## src/hdl/pop3lc_pkg.sv

```systemverilog
// ----------------------------------------------------------------------------
// pop3lc_pkg
// shared types, constants and lookup functions of the pop3 line classifier
// ----------------------------------------------------------------------------
package pop3lc_pkg;

   localparam int TEXT_BUF   = 128;
   localparam int VERB_BUF   = 8;
   localparam int TEXT_CAP   = ((TEXT_BUF - 1) < 127) ? (TEXT_BUF - 1) : 127;
   localparam int VERB_CAP   = ((VERB_BUF - 1) < 7) ? (VERB_BUF - 1) : 7;
   localparam int VERB_CMP   = 4;

   localparam logic [15:0] DEFAULT_PORT = 16'd110;
   localparam logic [15:0] POS_MAX      = 16'hFFFF;

   localparam logic [7:0] CHAR_TAB   = 8'h09;
   localparam logic [7:0] CHAR_LF    = 8'h0A;
   localparam logic [7:0] CHAR_CR    = 8'h0D;
   localparam logic [7:0] CHAR_SPACE = 8'h20;
   localparam logic [7:0] CHAR_TILDE = 8'h7E;
   localparam logic [7:0] CHAR_UP_A  = 8'h41;
   localparam logic [7:0] CHAR_UP_Z  = 8'h5A;
   localparam logic [7:0] CHAR_LO_A  = 8'h61;
   localparam logic [7:0] CHAR_LO_Z  = 8'h7A;
   localparam logic [7:0] CASE_BIT   = 8'h20;

   localparam logic [1:0] CONF_NONE     = 2'd0;
   localparam logic [1:0] CONF_POSSIBLE = 2'd1;
   localparam logic [1:0] CONF_LIKELY   = 2'd2;

   localparam logic [1:0] KIND_NONE    = 2'd0;
   localparam logic [1:0] KIND_OK      = 2'd1;
   localparam logic [1:0] KIND_ERR     = 2'd2;
   localparam logic [1:0] KIND_COMMAND = 2'd3;

   localparam logic [3:0] CMD_USER  = 4'd0;
   localparam logic [3:0] CMD_PASS  = 4'd1;
   localparam logic [3:0] CMD_LIST  = 4'd2;
   localparam logic [3:0] CMD_RETR  = 4'd3;
   localparam logic [3:0] CMD_DELE  = 4'd4;
   localparam logic [3:0] CMD_TOP   = 4'd5;
   localparam logic [3:0] CMD_UIDL  = 4'd6;
   localparam logic [3:0] CMD_APOP  = 4'd7;
   localparam logic [3:0] CMD_OTHER = 4'd8;

   localparam logic [1:0] OK_LEN  = 2'd3;
   localparam logic [2:0] ERR_LEN = 3'd4;

   typedef struct packed {
      logic [7:0]  data_byte;
      logic        last_byte;
      logic [15:0] dest_port;
      logic        is_tcp;
   } req_type;

   typedef struct packed {
      logic [1:0]  detect_confidence;
      logic [1:0]  record_kind;
      logic [3:0]  command_code;
      logic [2:0]  verb_length;
      logic        password_present;
      logic        text_present;
      logic [15:0] text_offset;
      logic [6:0]  text_length;
   } rsp_type;

   // per-packet summary handed from the byte tracker to the classifier
   typedef struct packed {
      logic [15:0]                  byte_count;
      logic [15:0]                  line_stop;
      logic                         line_ok;
      logic [1:0]                   ok_prog;
      logic [2:0]                   err_prog;
      logic [2:0]                   upper_run;
      logic                         upper_open;
      logic                         run_space;
      logic                         space_seen;
      logic [15:0]                  verb_stop_pos;
      logic [VERB_CMP-1:0][7:0]     verb_chars;
      logic [15:0]                  dest_port;
      logic                         is_tcp;
   } summary_type;

   function automatic logic [7:0] ok_char(input logic [1:0] idx);
      logic [7:0] c;
      case (idx)
         2'd0:    c = 8'h2B;
         2'd1:    c = 8'h4F;
         2'd2:    c = 8'h4B;
         default: c = 8'h00;
      endcase
      return c;
   endfunction

   function automatic logic [7:0] err_char(input logic [2:0] idx);
      logic [7:0] c;
      case (idx)
         3'd0:    c = 8'h2D;
         3'd1:    c = 8'h45;
         3'd2:    c = 8'h52;
         3'd3:    c = 8'h52;
         default: c = 8'h00;
      endcase
      return c;
   endfunction

   // verb names, first character in the low byte
   function automatic logic [31:0] verb_name(input logic [2:0] k);
      logic [31:0] n;
      case (k)
         3'd0:    n = 32'h52455355;
         3'd1:    n = 32'h53534150;
         3'd2:    n = 32'h5453494C;
         3'd3:    n = 32'h52544552;
         3'd4:    n = 32'h454C4544;
         3'd5:    n = 32'h00504F54;
         3'd6:    n = 32'h4C444955;
         default: n = 32'h504F5041;
      endcase
      return n;
   endfunction

   function automatic logic [2:0] verb_size(input logic [2:0] k);
      return (k == 3'd5) ? 3'd3 : 3'd4;
   endfunction

   function automatic logic [3:0] verb_lookup(input logic [2:0] vn,
                                             input logic [VERB_CMP-1:0][7:0] chars);
      logic [3:0]  code;
      logic        hit;
      logic [31:0] name;
      code = CMD_OTHER;
      for (int k = 7; k >= 0; k--) begin
         name = verb_name(3'(k));
         hit  = (vn == verb_size(3'(k)));
         for (int j = 0; j < VERB_CMP; j++) begin
            if ((3'(j) < verb_size(3'(k))) && (chars[j] != name[8*j +: 8])) begin
               hit = 1'b0;
            end
         end
         if (hit) begin
            code = 4'(k);
         end
      end
      return code;
   endfunction

endpackage

```

## src/hdl/pop3lc_line_track.sv

```systemverilog
// ----------------------------------------------------------------------------
// pop3lc_line_track
// per-byte tracking of the first line, prefixes and verb; registers a summary
// of the packet when its last byte is taken
// ----------------------------------------------------------------------------
module pop3lc_line_track (
   input  logic                   clock,
   input  logic                   reset,
   input  logic                   byte_valid,
   input  pop3lc_pkg::req_type    byte_in,
   input  logic                   sum_take,
   output logic                   sum_valid,
   output pop3lc_pkg::summary_type sum_data
);

   typedef struct packed {
      logic [15:0] byte_count;
      logic        line_done;
      logic [15:0] line_stop_pos;
      logic        pending_cr;
      logic [15:0] cr_pos;
      logic        ok_before_cr;
      logic        crlf_ok;
      logic        lf_seen;
      logic [15:0] lf_pos;
      logic        lf_ok;
      logic        line_ok;
      logic [1:0]  ok_prog;
      logic [2:0]  err_prog;
      logic [2:0]  upper_run;
      logic        upper_open;
      logic        run_space;
      logic        space_seen;
      logic [15:0] verb_stop_pos;
   } track_type;

   localparam track_type TRACK_RESET = '{
      byte_count: 16'd0, line_done: 1'b0, line_stop_pos: 16'd0, pending_cr: 1'b0,
      cr_pos: 16'd0, ok_before_cr: 1'b0, crlf_ok: 1'b0, lf_seen: 1'b0,
      lf_pos: 16'd0, lf_ok: 1'b0, line_ok: 1'b1, ok_prog: 2'd0, err_prog: 3'd0,
      upper_run: 3'd0, upper_open: 1'b1, run_space: 1'b0, space_seen: 1'b0,
      verb_stop_pos: 16'd0
   };

   track_type                               trk_ff, trk_in;
   logic [pop3lc_pkg::VERB_CMP-1:0][7:0]    verb_ff, verb_in;
   logic                                    sum_valid_ff, sum_valid_in;
   pop3lc_pkg::summary_type                 sum_ff, sum_in;

   logic [15:0] pos;
   logic [7:0]  b;
   logic        printable;
   logic        upper;
   logic [7:0]  folded;

   always_comb begin
      pos       = trk_ff.byte_count;
      b         = byte_in.data_byte;
      printable = ((b >= pop3lc_pkg::CHAR_SPACE) && (b <= pop3lc_pkg::CHAR_TILDE))
                  || (b == pop3lc_pkg::CHAR_TAB);
      upper     = (b >= pop3lc_pkg::CHAR_UP_A) && (b <= pop3lc_pkg::CHAR_UP_Z);
      folded    = ((b >= pop3lc_pkg::CHAR_LO_A) && (b <= pop3lc_pkg::CHAR_LO_Z))
                  ? (b - pop3lc_pkg::CASE_BIT) : b;

      trk_in       = trk_ff;
      verb_in      = verb_ff;
      sum_in       = sum_ff;
      sum_valid_in = sum_valid_ff & ~sum_take;

      if (byte_valid) begin
         if (b == pop3lc_pkg::CHAR_LF) begin
            if (trk_ff.pending_cr && !trk_ff.line_done) begin
               trk_in.line_done     = 1'b1;
               trk_in.line_stop_pos = trk_ff.cr_pos;
               trk_in.crlf_ok       = trk_ff.ok_before_cr;
            end
            if (!trk_ff.lf_seen) begin
               trk_in.lf_seen = 1'b1;
               trk_in.lf_pos  = pos;
               trk_in.lf_ok   = trk_ff.line_ok;
            end
         end
         if (b == pop3lc_pkg::CHAR_CR) begin
            trk_in.cr_pos       = pos;
            trk_in.ok_before_cr = trk_ff.line_ok;
         end
         trk_in.pending_cr = (b == pop3lc_pkg::CHAR_CR);

         if ((trk_ff.ok_prog < pop3lc_pkg::OK_LEN) && (pos == 16'(trk_ff.ok_prog))
             && (b == pop3lc_pkg::ok_char(trk_ff.ok_prog))) begin
            trk_in.ok_prog = trk_ff.ok_prog + 2'd1;
         end
         if ((trk_ff.err_prog < pop3lc_pkg::ERR_LEN) && (pos == 16'(trk_ff.err_prog))
             && (b == pop3lc_pkg::err_char(trk_ff.err_prog))) begin
            trk_in.err_prog = trk_ff.err_prog + 3'd1;
         end

         if (trk_ff.upper_open) begin
            if (upper) begin
               if (trk_ff.upper_run < 3'd5) begin
                  trk_in.upper_run = trk_ff.upper_run + 3'd1;
               end
            end else begin
               trk_in.upper_open = 1'b0;
               trk_in.run_space  = (b == pop3lc_pkg::CHAR_SPACE);
            end
         end
         if ((b == pop3lc_pkg::CHAR_SPACE) && !trk_ff.space_seen) begin
            trk_in.space_seen    = 1'b1;
            trk_in.verb_stop_pos = pos;
         end
         // only the first few verb characters take part in the lookup
         if (pos < 16'(pop3lc_pkg::VERB_CMP)) begin
            verb_in[pos[$clog2(pop3lc_pkg::VERB_CMP)-1:0]] = folded;
         end

         trk_in.line_ok = trk_ff.line_ok & printable;
         if (pos != pop3lc_pkg::POS_MAX) begin
            trk_in.byte_count = pos + 16'd1;
         end

         if (byte_in.last_byte) begin
            if (trk_in.line_done) begin
               sum_in.line_stop = trk_in.line_stop_pos;
               sum_in.line_ok   = trk_in.crlf_ok;
            end else if (trk_in.lf_seen) begin
               sum_in.line_stop = trk_in.lf_pos;
               sum_in.line_ok   = trk_in.lf_ok;
            end else begin
               sum_in.line_stop = trk_in.byte_count;
               sum_in.line_ok   = trk_in.line_ok;
            end
            sum_in.byte_count    = trk_in.byte_count;
            sum_in.ok_prog       = trk_in.ok_prog;
            sum_in.err_prog      = trk_in.err_prog;
            sum_in.upper_run     = trk_in.upper_run;
            sum_in.upper_open    = trk_in.upper_open;
            sum_in.run_space     = trk_in.run_space;
            sum_in.space_seen    = trk_in.space_seen;
            sum_in.verb_stop_pos = trk_in.verb_stop_pos;
            sum_in.verb_chars    = verb_in;
            sum_in.dest_port     = byte_in.dest_port;
            sum_in.is_tcp        = byte_in.is_tcp;
            sum_valid_in         = 1'b1;
            trk_in               = TRACK_RESET;
         end
      end
   end

   always_ff @(posedge clock) begin
      if (reset) begin
         trk_ff       <= TRACK_RESET;
         sum_valid_ff <= 1'b0;
      end else begin
         trk_ff       <= trk_in;
         sum_valid_ff <= sum_valid_in;
      end
   end

   always_ff @(posedge clock) begin
      verb_ff <= verb_in;
      sum_ff  <= sum_in;
   end

   assign sum_valid = sum_valid_ff;
   assign sum_data  = sum_ff;

endmodule

```

## src/hdl/pop3lc_classify.sv

```systemverilog
// ----------------------------------------------------------------------------
// pop3lc_classify
// turns a packet summary into the detection result and holds it in the
// output register
// ----------------------------------------------------------------------------
module pop3lc_classify (
   input  logic                    clock,
   input  logic                    reset,
   input  logic                    sum_valid,
   input  pop3lc_pkg::summary_type sum_data,
   input  logic [15:0]             server_port,
   output logic                    sum_take,
   output logic                    rsp_valid,
   input  logic                    rsp_ready,
   output pop3lc_pkg::rsp_type     rsp_data
);

   logic                rsp_valid_ff, rsp_valid_in;
   pop3lc_pkg::rsp_type rsp_data_ff, rsp_data_in;

   logic        rsp_free;
   logic        port_hit;
   logic        is_ok;
   logic        is_err;
   logic        is_cmd;
   logic [15:0] verb_stop;
   logic [2:0]  vn;
   logic [3:0]  code;
   logic [15:0] arg_first;
   logic [15:0] arg_len;
   logic [15:0] err_len;

   assign rsp_free = ~rsp_valid_ff | rsp_ready;
   assign sum_take = sum_valid & rsp_free;

   always_comb begin
      port_hit = (sum_data.dest_port == server_port);
      is_ok    = (sum_data.line_stop >= 16'd3) && (sum_data.ok_prog == pop3lc_pkg::OK_LEN);
      is_err   = (sum_data.line_stop >= 16'd4) && (sum_data.err_prog == pop3lc_pkg::ERR_LEN);
      is_cmd   = ((sum_data.upper_run == 3'd3) || (sum_data.upper_run == 3'd4))
                 && ((16'(sum_data.upper_run) == sum_data.line_stop)
                     || (!sum_data.upper_open && sum_data.run_space));

      verb_stop = (sum_data.space_seen && (sum_data.verb_stop_pos < sum_data.line_stop))
                  ? sum_data.verb_stop_pos : sum_data.line_stop;
      vn        = (verb_stop < 16'(pop3lc_pkg::VERB_CAP))
                  ? verb_stop[2:0] : 3'(pop3lc_pkg::VERB_CAP);
      code      = pop3lc_pkg::verb_lookup(vn, sum_data.verb_chars);
      arg_first = (verb_stop < sum_data.line_stop) ? (verb_stop + 16'd1) : sum_data.line_stop;
      arg_len   = sum_data.line_stop - arg_first;
      err_len   = sum_data.line_stop - 16'd5;

      rsp_data_in = '0;
      if (sum_data.is_tcp && (sum_data.byte_count >= 16'd3) && sum_data.line_ok
          && (is_ok || is_err || is_cmd)) begin
         rsp_data_in.detect_confidence = port_hit ? pop3lc_pkg::CONF_LIKELY
                                                  : pop3lc_pkg::CONF_POSSIBLE;
      end

      if (sum_data.line_ok) begin
         if (!port_hit) begin
            if (is_ok) begin
               rsp_data_in.record_kind = pop3lc_pkg::KIND_OK;
            end else if (is_err) begin
               rsp_data_in.record_kind = pop3lc_pkg::KIND_ERR;
               if (sum_data.line_stop > 16'd5) begin
                  rsp_data_in.text_present = 1'b1;
                  rsp_data_in.text_offset  = 16'd5;
                  rsp_data_in.text_length  = (err_len < 16'(pop3lc_pkg::TEXT_CAP))
                                             ? err_len[6:0] : 7'(pop3lc_pkg::TEXT_CAP);
               end
            end
         end else begin
            rsp_data_in.record_kind  = pop3lc_pkg::KIND_COMMAND;
            rsp_data_in.command_code = code;
            rsp_data_in.verb_length  = vn;
            if (code == pop3lc_pkg::CMD_PASS) begin
               rsp_data_in.password_present = 1'b1;
            end else if ((code != pop3lc_pkg::CMD_OTHER) && (arg_len != 16'd0)) begin
               rsp_data_in.text_present = 1'b1;
               rsp_data_in.text_offset  = arg_first;
               rsp_data_in.text_length  = (arg_len < 16'(pop3lc_pkg::TEXT_CAP))
                                          ? arg_len[6:0] : 7'(pop3lc_pkg::TEXT_CAP);
            end
         end
      end

      rsp_valid_in = sum_take | (rsp_valid_ff & ~rsp_ready);
   end

   always_ff @(posedge clock) begin
      if (reset) begin
         rsp_valid_ff <= 1'b0;
      end else begin
         rsp_valid_ff <= rsp_valid_in;
      end
   end

   always_ff @(posedge clock) begin
      if (sum_take) begin
         rsp_data_ff <= rsp_data_in;
      end
   end

   assign rsp_valid = rsp_valid_ff;
   assign rsp_data  = rsp_data_ff;

endmodule

```

## src/hdl/pop3_line_classifier.sv

```systemverilog
// ----------------------------------------------------------------------------
// pop3_line_classifier
// classifies the first line of a tcp payload as a pop3 status or command
//
// request channel (req_*): one payload byte per request with a last-byte
// mark; dest_port and is_tcp are taken from the last byte. a request is taken
// in every cycle while req_ready is high, so one byte per clock is sustained.
// response channel (rsp_*): one response per packet. the byte tracker closes
// the packet into a summary register at the edge that takes the last byte,
// and the classifier's decode of the summary loads the response register
// once that register is free; rsp_valid is driven from the response register.
// csr port: csr_wr_en writes csr_wr_data into server_port at once; write it
// only while no packet is in flight.
// reset clears the packet state and sets server_port to 110.
// when rsp_ready is low the response waits in its register and the summary
// register still takes one more packet; req_ready drops only when both hold
// a packet, and bytes that do not end a packet are then held off as well.
// ----------------------------------------------------------------------------
module pop3_line_classifier (
   input  logic                 clock,
   input  logic                 reset,
   input  logic                 req_valid,
   output logic                 req_ready,
   input  pop3lc_pkg::req_type  req_data,
   output logic                 rsp_valid,
   input  logic                 rsp_ready,
   output pop3lc_pkg::rsp_type  rsp_data,
   input  logic                 csr_wr_en,
   input  logic [15:0]          csr_wr_data
);

   logic [15:0]             server_port_ff, server_port_in;
   logic                    sum_valid;
   logic                    sum_take;
   pop3lc_pkg::summary_type sum_data;
   logic                    req_take;

   assign server_port_in = csr_wr_en ? csr_wr_data : server_port_ff;

   always_ff @(posedge clock) begin
      if (reset) begin
         server_port_ff <= pop3lc_pkg::DEFAULT_PORT;
      end else begin
         server_port_ff <= server_port_in;
      end
   end

   assign req_ready = ~sum_valid | sum_take;
   assign req_take  = req_valid & req_ready;

   pop3lc_line_track u_track (
      .clock      (clock),
      .reset      (reset),
      .byte_valid (req_take),
      .byte_in    (req_data),
      .sum_take   (sum_take),
      .sum_valid  (sum_valid),
      .sum_data   (sum_data)
   );

   pop3lc_classify u_classify (
      .clock       (clock),
      .reset       (reset),
      .sum_valid   (sum_valid),
      .sum_data    (sum_data),
      .server_port (server_port_ff),
      .sum_take    (sum_take),
      .rsp_valid   (rsp_valid),
      .rsp_ready   (rsp_ready),
      .rsp_data    (rsp_data)
   );

endmodule
```

## config.mk

```make
export PLATFORM = sky130hd
export DESIGN_NAME = pop3_line_classifier
export DESIGN_NICKNAME = d
export VERILOG_FILES = /design/src/hdl/pop3lc_pkg.sv /design/src/hdl/pop3lc_line_track.sv /design/src/hdl/pop3lc_classify.sv /design/src/hdl/pop3_line_classifier.sv
export SDC_FILE = /design/constraint.sdc
export NUM_CORES = 1
export LEC_CHECK = 0
export BUFFER_PORTS_ARGS = -buffer_cell sky130_fd_sc_hd__buf_2
export CAP_MARGIN = 10
export CELL_PAD_IN_SITES_DETAIL_PLACEMENT = 1
export CELL_PAD_IN_SITES_GLOBAL_PLACEMENT = 1
export CORE_MARGIN = 2
export CORE_UTILIZATION = 55
export CTS_BUF_LIST = sky130_fd_sc_hd__clkbuf_8
export DETAILED_ROUTE_END_ITERATION = 7
export GPL_TIMING_DRIVEN = 0
export PLACE_DENSITY = 0.95
export REMOVE_ABC_BUFFERS = 1
export SLEW_MARGIN = 20
export SYNTH_ARGS = -nofsm -noshare
export SYNTH_HDL_FRONTEND = slang
export SYNTH_SLANG_ARGS = --single-unit
```

## constraint.sdc

```tcl
create_clock -name clock -period 14.55 [get_ports clock]
set_input_delay 1.455 -clock clock [delete_from_list [all_inputs] [get_ports clock]]
set_output_delay 1.455 -clock clock [all_outputs]
set_load 0.02 [all_outputs]
```

# Word-level counts from Yosys, hierarchy flattened
# Cells that the tools add are included.
[classes] n_addsub=8 mul=0 n_div=0 n_lt_le_gt_ge=21 n_eq_ne=50 shifts=0 mux=84 bitwise_logic=12 n_reduce_logical=35
[ops] cell="!= test 8 x 7 -> 1 bit (second input constant)" count=26
[ops] cell="two-way mux 24 bit" count=6
[ops] cell="two-way mux 17 bit" count=8
[ops] cell="two-way mux 98 bit" count=1
[ops] cell="two-way mux 16 bit" count=3
[ops] cell="case mux 7 bit (3 select lines)" count=2
[ops] cell="two-way mux 19 bit" count=2
[ops] cell="two-way mux 1 bit" count=34
[ops] cell="adder 16 x 1 -> 16 bit (second input constant)" count=2
[ops] cell="bitwise mux 32 bit" count=1
[ops] cell=">= comparator 16 x 2 -> 1 bit (second input constant)" count=2
[ops] cell="< comparator 16 bit" count=2
[ops] cell="< comparator 16 x 3 -> 1 bit (second input constant)" count=2
[ops] cell="< comparator 16 x 7 -> 1 bit (second input constant)" count=2
[ops] cell="two-way mux 32 bit" count=1
[ops] cell="two-way mux 4 bit" count=8
[ops] cell="two-way mux 8 bit" count=4
[ops] cell="== test 8 x 4 -> 1 bit (second input constant)" count=3
[ops] cell="<= comparator 8 x 7 -> 1 bit (second input constant)" count=3
[ops] cell="logical AND 1 bit" count=19
[ops] cell="demux 8 bit (select 2 bit)" count=1
[ops] cell="== test 16 bit" count=1
[ops] cell="== test 16 x 2 -> 1 bit" count=1
[ops] cell="== test 16 x 3 -> 1 bit" count=1
[ops] cell="39 further kinds" count=75
[totals] regBits=293 latch_bits=0 mem_bits_rw=0 romBits=0 input_bits=47 out_inout_bits=38 wordCells=259 memories=0

# Depth between registers and ports, before layout
[logic_depth] word_depth=23 ltp_mapped=31 mapped_depth_nobuf=25

# Cells and area by module
# Synthesis repeated with hierarchy kept, for this count alone.
[unflattened] cells_unflattened=1496 area_unflattened_um2=15816.4
[by_module_without_submodules] module="pop3lc_line_track" instances=1 cells_per_inst=869 area_each_um2=10288.6 seq_area_each_um2=6216.0
[by_module_without_submodules] module="pop3lc_classify" instances=1 cells_per_inst=573 area_each_um2=4921.0 seq_area_each_um2=1101.1
[by_module_without_submodules] module="pop3_line_classifier" instances=1 cells_per_inst=54 area_each_um2=606.8 seq_area_each_um2=320.3

# Least setup slack after synthesis
# No wires, ideal clock.
[synth_path] path_type="reg-to-reg" start="reg u_track.sum_ff (netlist bit u_track.sum_data[80])" end="reg u_classify.rsp_data_ff (netlist bit u_classify.rsp_data[19]), data pin" setup_ns=0.278 arrival_time_ns=6.499 t_required_ns=14.272 setup_slack_ns=7.773 path_stages_with_launch=30 n_path_buf=6 synth_period_minus_slack_ns=6.777 path_cell_list="edfxtp_1 > clkbuf_1 > inv_1 > ha_1 > o21a_1 > nor2_1 > or4b_1 > buf_4 > nand3_4 > buf_2 > mux2_2 > ha_1 > nand4_1 > a21oi_1 > or3_1 > a31o_2 > a21oi_1 > buf_2 > buf_2 > mux2i_1 > ha_1 > o21ai_0 > o21bai_1 > mux2_2 > o21a_1 > a211oi_1 > nand4_1 > nor4_4 > buf_4 > a211oi_2"
[synth_via] elab_chain_cells=23 elab_cells_between_ends=62 classes_between="2 x add/sub; 5 x order compare; 4 x eq/ne; 46 x mux; 5 x reduce/logical"
[synth_rtl] item="from (decl)" line="pop3lc_line_track.sv:48" text="pop3lc_pkg::summary_type sum_ff, sum_in;"
[synth_rtl] item="from (signal assigned)" line="pop3lc_line_track.sv:162" text="sum_ff <= sum_in;"
[synth_rtl] item="< comparator 16 bit" line="pop3lc_classify.sv:44" text="verb_stop = (sum_data.space_seen && (sum_data.verb_stop_pos < sum_data.line_stop))"
[synth_rtl] item="logical AND 1 bit" line="pop3lc_classify.sv:44"
[synth_rtl] item="two-way mux 16 bit" line="pop3lc_classify.sv:45" text="? sum_data.verb_stop_pos : sum_data.line_stop;"
[synth_rtl] item="< comparator 16 x 3 -> 1 bit" line="pop3lc_classify.sv:46" text="vn = (verb_stop < 16'(pop3lc_pkg::VERB_CAP))"
[synth_rtl] item="two-way mux 3 bit" line="pop3lc_classify.sv:47" text="? verb_stop[2:0] : 3'(pop3lc_pkg::VERB_CAP);"
[synth_rtl] item="== test 3 bit" line="pop3lc_pkg.sv:135" text="hit = (vn == verb_size(3'(k)));"
[synth_rtl] item="two-way mux 1 bit (4 in series)" line="pop3lc_pkg.sv:137" text="if ((3'(j) < verb_size(3'(k))) && (chars[j] != name[8*j +: 8])) begin"
[synth_rtl] item="two-way mux 4 bit (8 in series)" line="pop3lc_pkg.sv:141" text="if (hit) begin"
[synth_rtl] item="!= test 4 bit" line="pop3lc_classify.sv:79" text="end else if ((code != pop3lc_pkg::CMD_OTHER) && (arg_len != 16'd0)) begin"
[synth_rtl] item="logical AND 1 bit" line="pop3lc_classify.sv:79"
[synth_rtl] item="two-way mux 24 bit" line="pop3lc_classify.sv:79"
[synth_rtl] item="two-way mux 24 bit" line="pop3lc_classify.sv:77" text="if (code == pop3lc_pkg::CMD_PASS) begin"
[synth_rtl] item="two-way mux 24 bit (*)" line="pop3lc_classify.sv:61" text="if (!port_hit) begin"
[synth_rtl] item="to (signal assigned)" line="pop3lc_classify.sv:101" text="rsp_data_ff <= rsp_data_in;"
[synth_rtl] item="to (decl)" line="pop3lc_classify.sv:19" text="pop3lc_pkg::rsp_type rsp_data_ff, rsp_data_in;"
# Mark *: on every way between the ends. The rest lies on a longest branch, timed or not.
# A chain may end at the register's enable or synchronous reset.

# Final worst setup path
[layout_path] start="reg u_track.sum_ff (netlist bit u_track.sum_data[88])" end="reg u_classify.rsp_data_ff (netlist bit u_classify.rsp_data[10]), data pin"
# The elaborated chain is that of the path after synthesis.

==> metrics <==
post-synthesis simple-gate area fraction=17.2%; max frequency=between 0.1 and 0.15 GHz; Lkg Pwr=between 6 and 7 nW; core area=between 20000 and 30000 um^2; Top Ports=85; Period Utilization, post-route=just over 60%; Fin Clk Skew=roughly 26 ps; grt ovf=0; Pwr Total=roughly 1.9 mW; Std-Cell Rows=between 60 and 70; Post-Synth Adder-Cell Area=under 10%; Sum Neg Setup Slack=0 ps; critical path depth=27; Detailed Place HPWL=around 36 mm; Hold Path Class=reg2reg; Post-synth EDFFs=approximately 180; DR DRC count=0; ratio of cells with drive above 1 in the final layout=15.8%; drt total wl=roughly 57 mm; routed vias/inst=approximately 7.0; crit path DAT=roughly 9000 ps; CP delay by family, top=compound AO/OA/AOI/OAI gates; I/O Buffers=between 80 and 90; initial core utilization=a little under three fifths; share of the synthesized area in the top cell type=between 30% and 40%; final net count=around 1800; Least-Margin Pin Slew=between 1000 and 1500 ps; RSZ-0062 raised after global routing=no; ranking of synthesized cells by area=edfxtp_1 33%, dfxtp_1 14%, ha_1 5.3%; Period minus WS final=8900 ps; CTS clk-pin slew, worst paths=about 70 ps; synthesized cell area=between 15000 and 20000 um^2; dpl ws=6220 ps; pwr dens=around 100 nW/um^2; non-filler cells, final=2078; DR pass1 iterations=8; synth unique cells=86; Cells after DPL=between 1500 and 2000; synthesized instance count=1602; Avg Cell Area, Syn=about 10 um^2; Worst slew margin=around a quarter; highest fanout seen on the critical path=29; Crit Path Class=reg2reg; first-pass GRT wire length=89.0 mm; crit path buf inv count=4; Inserted Clock Buffers=49; DR iter-0 viols=around 1600; Longest Clk Path Bufs=3; Sink Count=~300; fill count=between 3000 and 4000; final core occ=between 60% and 70%; max-cap violations=0; PnR worst setup slack=between 5000 and 6000 ps; Critical Path Source Type=flip-flop; ant diodes=0; status=finished, final reports clean; final hold viol count=0; area grow syn2layout=10.9%; Skew-Pair Late Insertion Delay=roughly 600 ps; Root Buffer=clkbuf_8; Placer Congestion=just over 0.9; Die H=176 um; Die Area=30800 um^2; hold path cells=2; mux cell area share after synthesis=between 6 and 7%; VDD IR max=a little under 0.09 mV; # setup viols final=0; # Post-CTS Setup Buffers=0; H-tree levels=2; hold buffer count at cts=0; Worst setup EP type=flip-flop; fraction of registers with async set/reset=0%; Synthesis Warnings=0; largest family of logic cells by synthesized area=simple AND/OR/NAND/NOR gates; count of pins over their slew limit=0; initial antenna violation count=0; xor and xnor area share after synthesis=between 3 and 4%; vias in the first global route=roughly 15000; largest net degree at the start of global routing=83; synthesized flop and latch total=293; slowest CP cell=a21oi_1; post-CTS sizing=0; max incr delay on CP=880 ps; Top FF cell, synth=edfxtp_1; CP Data Required Time=roughly 15000 ps; Routed Antenna Nets=0; CTS tree=built; r2r worst-path depth=27; Total GRT Usage=approximately 37%; routed len/inst=around 28 um; vias=roughly 15000; Synth Area in Compound Gates=around 16%; DIE WIDTH=approximately 180 um; Seq/Total Area, Yosys=a little under half; area leader, netlist=edfxtp_1
[cell families (layout without fill, tap and decap cells)]
group                    after synthesis  count (layout)
XOR/XNOR                              67              67
AND/OR/NAND/NOR                      549             549
buffers and inverters                147             239
multiplexers                         102             102
adder cells (fa/ha/maj)               69              69
AO/OA/AOI/OAI                        375             375
flip-flops                           293             293
[final cells by class]
| cell class | instances | area (um^2) | share of cell area, % |
|---|---|---|---|
| Clock buffer | 58 | 798 | 4.45 |
| Sequential cell | 293 | 7640 | 42.5 |
| Clock inverter | 34 | 174 | 0.969 |
| Inverter | 52 | 200 | 1.12 |
| Tap cell | 384 | 480 | 2.68 |
| Multi-Input combinational cell | 1162 | 8030 | 44.7 |
| Timing Repair Buffer | 95 | 633 | 3.53 |
[synthesized netlist by cell type (all sizes together), types with 5 or more instances]
master  number
nor2       186
edfxtp     177
dfxtp      116
nand2      106
a22oi       92
clkbuf      75
o21ai       73
ha          68
a21oi       58
mux2        57
inv         52
mux2i       45
xnor2       44
nand4       37
nand3       36
nor4        36
nor3        32
a211oi      24
a31oi       24
nor2b       24
xor2        23
buf         20
a21o        17
nand2b      15
o211ai      13
and3        12
o21a        12
or3         12
nor3b        9
and2         7
o22ai        7
or2          7
a211o        6
nand3b       6
nor4b        5
nor4bb       5
or4          5
[final timing paths]
| kind | startpoint | to | slack, ps |
|---|---|---|---|
| setup reg to reg | u_track.sum_data[88] | u_classify.rsp_data[10] | 5650 |
| setup / recovery | u_track.sum_data[88] | u_classify.rsp_data[10] | 5650 |
| hold reg to reg | u_track.trk_ff[18] | u_track.trk_ff[18] | 500 |
| hold / removal | u_track.trk_ff[18] | u_track.trk_ff[18] | 500 |
[registers in the layout, indices dropped and copies added (netlist names)]
register / count
u_track.trk_ff: 82
u_classify.rsp_data: 36
u_track.sum_data: 109
u_classify.rsp_valid: 1
u_track.sum_valid: 1
u_track.pos: 16
u_track.verb_ff: 32
server_port_ff: 16
[cell usage in the layout, fill, tap and decap left out, drive strengths merged, types with 7 or more instances in the layout]
master	netlist	layout
nor2	186	186
edfxtp	177	177
dfxtp	116	116
nand2	106	106
buf	20	95
a22oi	92	92
inv	52	75
o21ai	73	73
ha	68	68
clkbuf	75	58
a21oi	58	58
mux2	57	57
mux2i	45	45
xnor2	44	44
nand4	37	37
nand3	36	36
nor4	36	36
nor3	32	32
nor2b	24	24
a31oi	24	24
a211oi	24	24
xor2	23	23
a21o	17	17
nand2b	15	15
o211ai	13	13
o21a	12	12
and3	12	12
or3	12	12
nor3b	9	9
and2	7	7
or2	7	7
o22ai	7	7
clkinv	0	7
[routing by layer]
| layer | GRT usage [%] | wire (um) | vias up |
|---|---|---|---|
| li1 | - | - | 6094 |
| met5 | 0 | 0 | - |
| met3 | 6.88 | 4930 | 273 |
| met1 | 45.1 | 21500 | 7160 |
| met2 | 63.1 | 27600 | 986 |
| met4 | 18.0 | 3160 | 0 |
[power by group]
part | switching (mW) | internal, mW | total, mW
clock | 0.369 | 0.381 | 0.750
combinational | 0.123 | 0.0671 | 0.190
sequential | 0.0213 | 0.907 | 0.928
[per-stage QoR]
step,hold slack (ps),area [um^2]
after floorplan,436,15800
after global placement,451,16700
after detailed placement,485,17000
after CTS,495,17900
after global routing,534,18000
final,501,18000
[worst reg2reg max path, stage by stage, from the launching register on]
cell      delay (ps)
edfxtp_1         580
inv_1            220
ha_1             370
a21oi_1          240
o21ai_0          290
a21oi_1          880
nand3_4          460
mux2i_1          590
inv_1            100
ha_1             320
a21o_1           190
a221oi_1         330
o21ai_0          130
a31o_2           270
a21oi_4          160
buf_16           200
o21ai_0          120
a22o_1           330
ha_1             440
nor3_1           100
o21bai_1         280
mux2_2           370
o21a_1           110
a211oi_1         280
nand4_1          230
nor4_4           630
buf_6            260
a211oi_1         130
(Power assumes the default switching activity.)
